===== config.mk =====
export PLATFORM = sky130hd
export DESIGN_NAME = vrc_div
export DESIGN_NICKNAME = d
export VERILOG_FILES = /design/src/sv/vrc_pkg.sv /design/src/sv/vrc_div.sv
export SDC_FILE = /design/constraint.sdc
export NUM_CORES = 2
export LEC_CHECK = 0
export ABC_AREA = 1
export BUFFER_PORTS_ARGS = -buffer_cell sky130_fd_sc_hd__clkbuf_2
export CORE_ASPECT_RATIO = 0.6
export CORE_MARGIN = 4
export CORE_UTILIZATION = 40
export DETAILED_ROUTE_END_ITERATION = 16
export GPL_TIMING_DRIVEN = 0
export SETUP_SLACK_MARGIN = 0.02
export SKIP_LAST_GASP = 1
export SLEW_MARGIN = 30
export SYNTH_ARGS = -nofsm -noshare
export SYNTH_HDL_FRONTEND = slang
export SYNTH_SLANG_ARGS = --single-unit

===== constraint.sdc =====
create_clock -name clk -period 17.65 [get_ports clk]
set_input_delay 3.53 -clock clk [delete_from_list [all_inputs] [get_ports clk]]
set_output_delay 3.53 -clock clk [all_outputs]
set_load 0.005 [all_outputs]

===== src/sv/vrc_pkg.sv =====
`default_nettype none
package vrc_pkg;

  localparam int ACT_W      = 2;
  localparam int TILE_W     = 6;
  localparam int BYTE_W     = 8;
  localparam int COLOUR_W   = 3 * BYTE_W;
  localparam int PIX_W      = 10;
  localparam int SCALE_W    = 24;
  localparam int Q_W        = PIX_W + SCALE_W - 8 + 1;
  localparam int SITE_W     = 18;
  localparam int CFG_IDX_W  = 2;
  localparam int CFG_DATA_W = 24;

  localparam int DEF_NUM_TILES = 64;
  localparam int DEF_MAX_DIM   = 1024;

  localparam logic [ACT_W-1:0] ACT_LOAD   = 2'd0;
  localparam logic [ACT_W-1:0] ACT_PIXEL  = 2'd1;
  localparam logic [ACT_W-1:0] ACT_FINISH = 2'd2;

  localparam logic [CFG_IDX_W-1:0] REG_SCALE_X  = 2'd0;
  localparam logic [CFG_IDX_W-1:0] REG_SCALE_Y  = 2'd1;
  localparam logic [CFG_IDX_W-1:0] REG_OFFSET_X = 2'd2;
  localparam logic [CFG_IDX_W-1:0] REG_OFFSET_Y = 2'd3;

  localparam logic [SCALE_W-1:0] SCALE_RESET = 24'd16384;

  localparam logic signed [SITE_W-1:0] Q_MIN = -18'sd131072;
  localparam logic signed [SITE_W-1:0] Q_MAX = 18'sd131071;

  // Adds the signed offset to the rounded mean and clamps to Q2.16.
  function automatic logic signed [SITE_W-1:0] sat_q(input logic [Q_W-1:0] q,
                                                    input logic signed [SITE_W-1:0] off);
    logic signed [Q_W+1:0] v;
    v = $signed({2'b00, q}) + (Q_W+2)'(off);
    if (v > (Q_W+2)'(Q_MAX)) begin
      sat_q = Q_MAX;
    end else if (v < (Q_W+2)'(Q_MIN)) begin
      sat_q = Q_MIN;
    end else begin
      sat_q = v[SITE_W-1:0];
    end
  endfunction

endpackage
`default_nettype wire


===== src/sv/vrc_div.sv =====
`default_nettype none
module vrc_div #(
  parameter int SUM_W = 30,
  parameter int CNT_W = 21
) (
  input  wire logic                         clk,
  input  wire logic                         rst,
  input  wire logic                         start,
  input  wire logic [SUM_W-1:0]             sum,
  input  wire logic [vrc_pkg::SCALE_W-1:0]  scale,
  input  wire logic [CNT_W-1:0]             count,
  output logic                              busy,
  output logic                              done,
  output logic [vrc_pkg::Q_W-1:0]           quot
);

  localparam int DEN_W  = CNT_W + 8;
  localparam int PROD_W = SUM_W + vrc_pkg::SCALE_W;
  localparam int DVD_W  = PROD_W + 1;
  localparam int STEP_W = $clog2(vrc_pkg::Q_W + 1);

  localparam logic [1:0] D_IDLE = 2'd0;
  localparam logic [1:0] D_MUL  = 2'd1;
  localparam logic [1:0] D_ADD  = 2'd2;
  localparam logic [1:0] D_ITER = 2'd3;

  logic [1:0]                    dstate;
  logic [SUM_W-1:0]              op_sum;
  logic [vrc_pkg::SCALE_W-1:0]   op_scale;
  logic [CNT_W-1:0]              op_cnt;
  logic [PROD_W-1:0]             prod;
  logic [DEN_W-1:0]              den;
  logic [DEN_W-1:0]              rem;
  logic [vrc_pkg::Q_W-1:0]       low;
  logic [STEP_W-1:0]             step;
  logic [DVD_W-1:0]              dvd;
  logic [DEN_W:0]                trial;
  logic                          ge;

  assign dvd   = {1'b0, prod} + DVD_W'({op_cnt, 7'd0});
  assign trial = {rem, low[vrc_pkg::Q_W-1]};
  assign ge    = trial >= {1'b0, den};
  assign busy  = dstate != D_IDLE;
  assign quot  = low;

  always_ff @(posedge clk) begin
    if (rst) begin
      dstate <= D_IDLE;
      done   <= 1'b0;
    end else begin
      done <= 1'b0;
      case (dstate)
        D_IDLE: begin
          if (start) begin
            dstate <= D_MUL;
          end
        end
        D_MUL: begin
          dstate <= D_ADD;
        end
        D_ADD: begin
          dstate <= D_ITER;
        end
        D_ITER: begin
          if (step == STEP_W'(vrc_pkg::Q_W - 1)) begin
            dstate <= D_IDLE;
            done   <= 1'b1;
          end
        end
        default: begin
          dstate <= D_IDLE;
        end
      endcase
    end
  end

  always_ff @(posedge clk) begin
    if (dstate == D_IDLE && start) begin
      op_sum   <= sum;
      op_scale <= scale;
      op_cnt   <= count;
    end
    if (dstate == D_MUL) begin
      prod <= op_sum * op_scale;
      den  <= {op_cnt, 8'd0};
    end
    if (dstate == D_ADD) begin
      rem  <= DEN_W'(dvd >> vrc_pkg::Q_W);
      low  <= dvd[vrc_pkg::Q_W-1:0];
      step <= '0;
    end
    if (dstate == D_ITER) begin
      rem  <= ge ? DEN_W'(trial - {1'b0, den}) : DEN_W'(trial);
      low  <= {low[vrc_pkg::Q_W-2:0], ge};
      step <= step + 1'b1;
    end
  end

endmodule
`default_nettype wire


==> qor.yml <==
synth_ff_type: "edfxtp_1"
met1_length_microns: 67230
final-setup-viol-count: 0
min_path_cells: 0
hold-path-endpoint: "den[20]"
io_buffers: 106
fin_tns_setup_ns: 0
h-tree-depth: 1
synth_xor_area_share_pct: 1.202
r2r_cells: 25
worst_slew_pin_slew_ns: 1.126
syn_inst: 4705
cts_resized: 0
skew_ns: 0.03379
wire_per_inst_microns: 23.10
ys_ff_latch: 214
antenna_found_initial: 2
cap_violations: 0
cts_root_buf: "clkbuf_16"
synth.distinct_cells: 46
critical_path_class: "flop to flop"
fmax_mhz: 125.4
drive_gt1_share_pct: 4.588
syn-num-nets: 5628
muxShareOfSynthArea_pct: 0
synth.avg_cell_area_sq_um: 7.746
vias: 30770
synth-compound-area-share_pct: 2.729
syn2layout_area_growth_pct: 8.470
via_per_inst: 5.062
r2r_setup_slack_ns: 9.67
synth_edf_count: 211
seq_area_frac_synth_pct: 17.55
synthAdderAreaFrac_pct: 41.70
cts_buffers: 25
n_fill_cell: 9325
gp_congestion: 1.017
async_flop_share_pct: 0
rsz0062_at_grt: "no"
clockBufferDepth: 3
start_util_pct: 40.51
min_period_ns: 7.975
yosys_warnings: 0
fp.dieH_microns: 241.8
slowest_delay_ns: 0.86
fin_nets: 5765
cpMaxStageDelayCell: "clkbuf_1"
synth-simple-area-share_pct: 21.23
coreArea_sq_mm: 0.08997
finalHoldViolCount: 0
dr.pass1.iters: 6
crit_arrival_ns: 8.33
overflow: 0
insertion_delay_ns: 0.63
pin_count: 107
drc: 0
slew_violations: 0
cp-start-kind: "flop"
critPathCaptureType: "flop"
critPathTopFamily: "adder cells"
die_area_sq_mm: 0.09616
grt_max_degree: 49
min_from: "op_cnt[12]"
grt_pass1_vias: 30110
first_iter_violations: 3776
cts_num_sinks: 214
cp_max_fo: 10
totalWireLength_microns: 140400
grt_usage_pct: 29.41
synth_top_family_by_area: "adder cells"
dr_wl_met3_microns: 22790
hold_buffers: 0
diodes: 0
fp.dieW_microns: 397.7
r2r-end: "prod[37]"
cp.buffers_inverters: 8
cts_tree: "yes"
postCtsSetupBuffers: 0
ant_nets: 0
dr_wl_met2_microns: 48310
syn_area_sq_mm: 0.03644
row_count: 85
relSlewSlack_pct: 24.94
place_hpwl_microns: 118700
reg2reg_from: "op_sum[19]"
fin_crit_sh_pct: 45.19
top_layer: "met5"
hold_class: "flop to flop"
grt_pass1_wl_microns: 206100
clk_pin_slew_ns: 0.07
worstPathRequired_ns: 18.01
status: "completed"
-- cell type report --
cell class / instances / area (sq um) / share of cell area (%)
Tap cell: 1218 / 1524 / 3.855
Clock buffer: 30 / 644.4 / 1.630
Inverter: 1356 / 5095 / 12.89
Clock inverter: 15 / 237.7 / 0.6014
Multi-Input combinational cell: 2987 / 24380 / 61.68
Timing Repair Buffer: 110 / 620.6 / 1.570
Buffer: 148 / 630.6 / 1.595
Sequential cell: 214 / 6396 / 16.18
-- metrics by stage --
step / area, sq um / setup slack, ns / instances / hold WS [ns] / utilization [%]
final: 39530 / 9.675 / 6078 / 0.4904 / 43.94
after global routing: 39530 / 9.541 / 6078 / 0.4940 / 43.94
after CTS: 39510 / 9.933 / 6077 / 0.4904 / 43.91
after detailed placement: 38630 / 9.962 / 6032 / 0.4749 / 42.93
after global placement: 38500 / 9.849 / 6029 / 0.4726 / 42.79
after floorplan: 36450 / 11.73 / 4705 / 0.4334 / -
-- worst max-delay path by stage --
stage                          start        to  slack [ns]  depth (start not counted)
final                     op_sum[19]  prod[37]        9.67                         25
after global routing      op_sum[21]  prod[41]        9.54                         25
after CTS                 op_sum[21]  prod[41]        9.93                         25
after detailed placement  op_sum[21]  prod[41]        9.96                         25
after global placement    op_sum[20]  prod[41]        9.85                         25
after floorplan           op_sum[19]  prod[41]       11.73                         25
-- cell usage after synthesis, drive strengths merged (3+ instances only) --
cell type	n	area (sq um)
and2	5	31.28
nor4	4	25.02
xnor2	20	175.2
edfxtp	211	6336
ha	229	2865
nor3	36	190.2
xor2	30	262.8
buf	9	68.81
clkbuf	139	521.8
dfxtp	3	60.06
fa	616	12330
a21boi	5	37.54
o21ai	69	352.8
a21oi	99	499.2
nand4	42	262.8
or2	13	81.34
nand3b	22	165.2
nand2	1439	5435
nand3	164	845.8
nor2	177	679.4
inv	1356	5090
o21bai	10	75.07
-- metal layers --
metal  up-vias  GRT usage (%)
li1      13920              -
met1     15070          47.62
met2      1668          35.20
met3       107          13.55
met4         2          3.711
met5         -              0
-- worst register-to-register path: stages (launching register included) --
cell	delay [ns]
edfxtp_1	0.67
clkbuf_1	0.87
nand2_1	0.14
inv_1	0.14
fa_1	0.42
fa_1	0.60
inv_1	0.10
fa_1	0.51
fa_1	0.51
inv_1	0.05
fa_1	0.55
fa_1	0.51
inv_1	0.05
fa_1	0.64
inv_1	0.09
ha_1	0.35
nand2_1	0.14
inv_1	0.05
a21oi_1	0.22
nand2_1	0.18
inv_1	0.09
nand3_1	0.41
nand2_1	0.22
nand3_1	0.09
nand2_1	0.07
nand2_1	0.05
-- placed cells by master (no fill, tap or decap), types with 20 or more instances in the layout --
cell type,n
nand2_1,1433
inv_1,1353
fa_1,616
ha_1,228
edfxtp_1,211
nor2_1,173
nand3_1,159
clkbuf_2,138
clkbuf_1,112
a21oi_1,98
o21ai_0,65
nand4_1,42
nor3_1,34
xor2_1,30
clkbuf_16,25
nand3b_1,22
xnor2_1,20
-- registers in the layout, summed over array words and instances (netlist names) --
name      cells
dstate        2
rem          29
op_sum       30
prod         54
den          21
op_cnt       21
quot         27
op_scale     24
step          5
done          1
-- cells by family after synthesis --
| family | count (synthesis) |
|---|---|
| AND/OR/NAND/NOR | 1905 |
| buffers and inverters | 1504 |
| adder cells (fa/ha/maj) | 845 |
| flip-flops | 214 |
| AO/OA/AOI/OAI | 187 |
| XOR/XNOR | 50 |
Power is left out: the tool's default activity adds up to more than one toggle a clock period on the data nets, which glitch-free logic cannot reach.
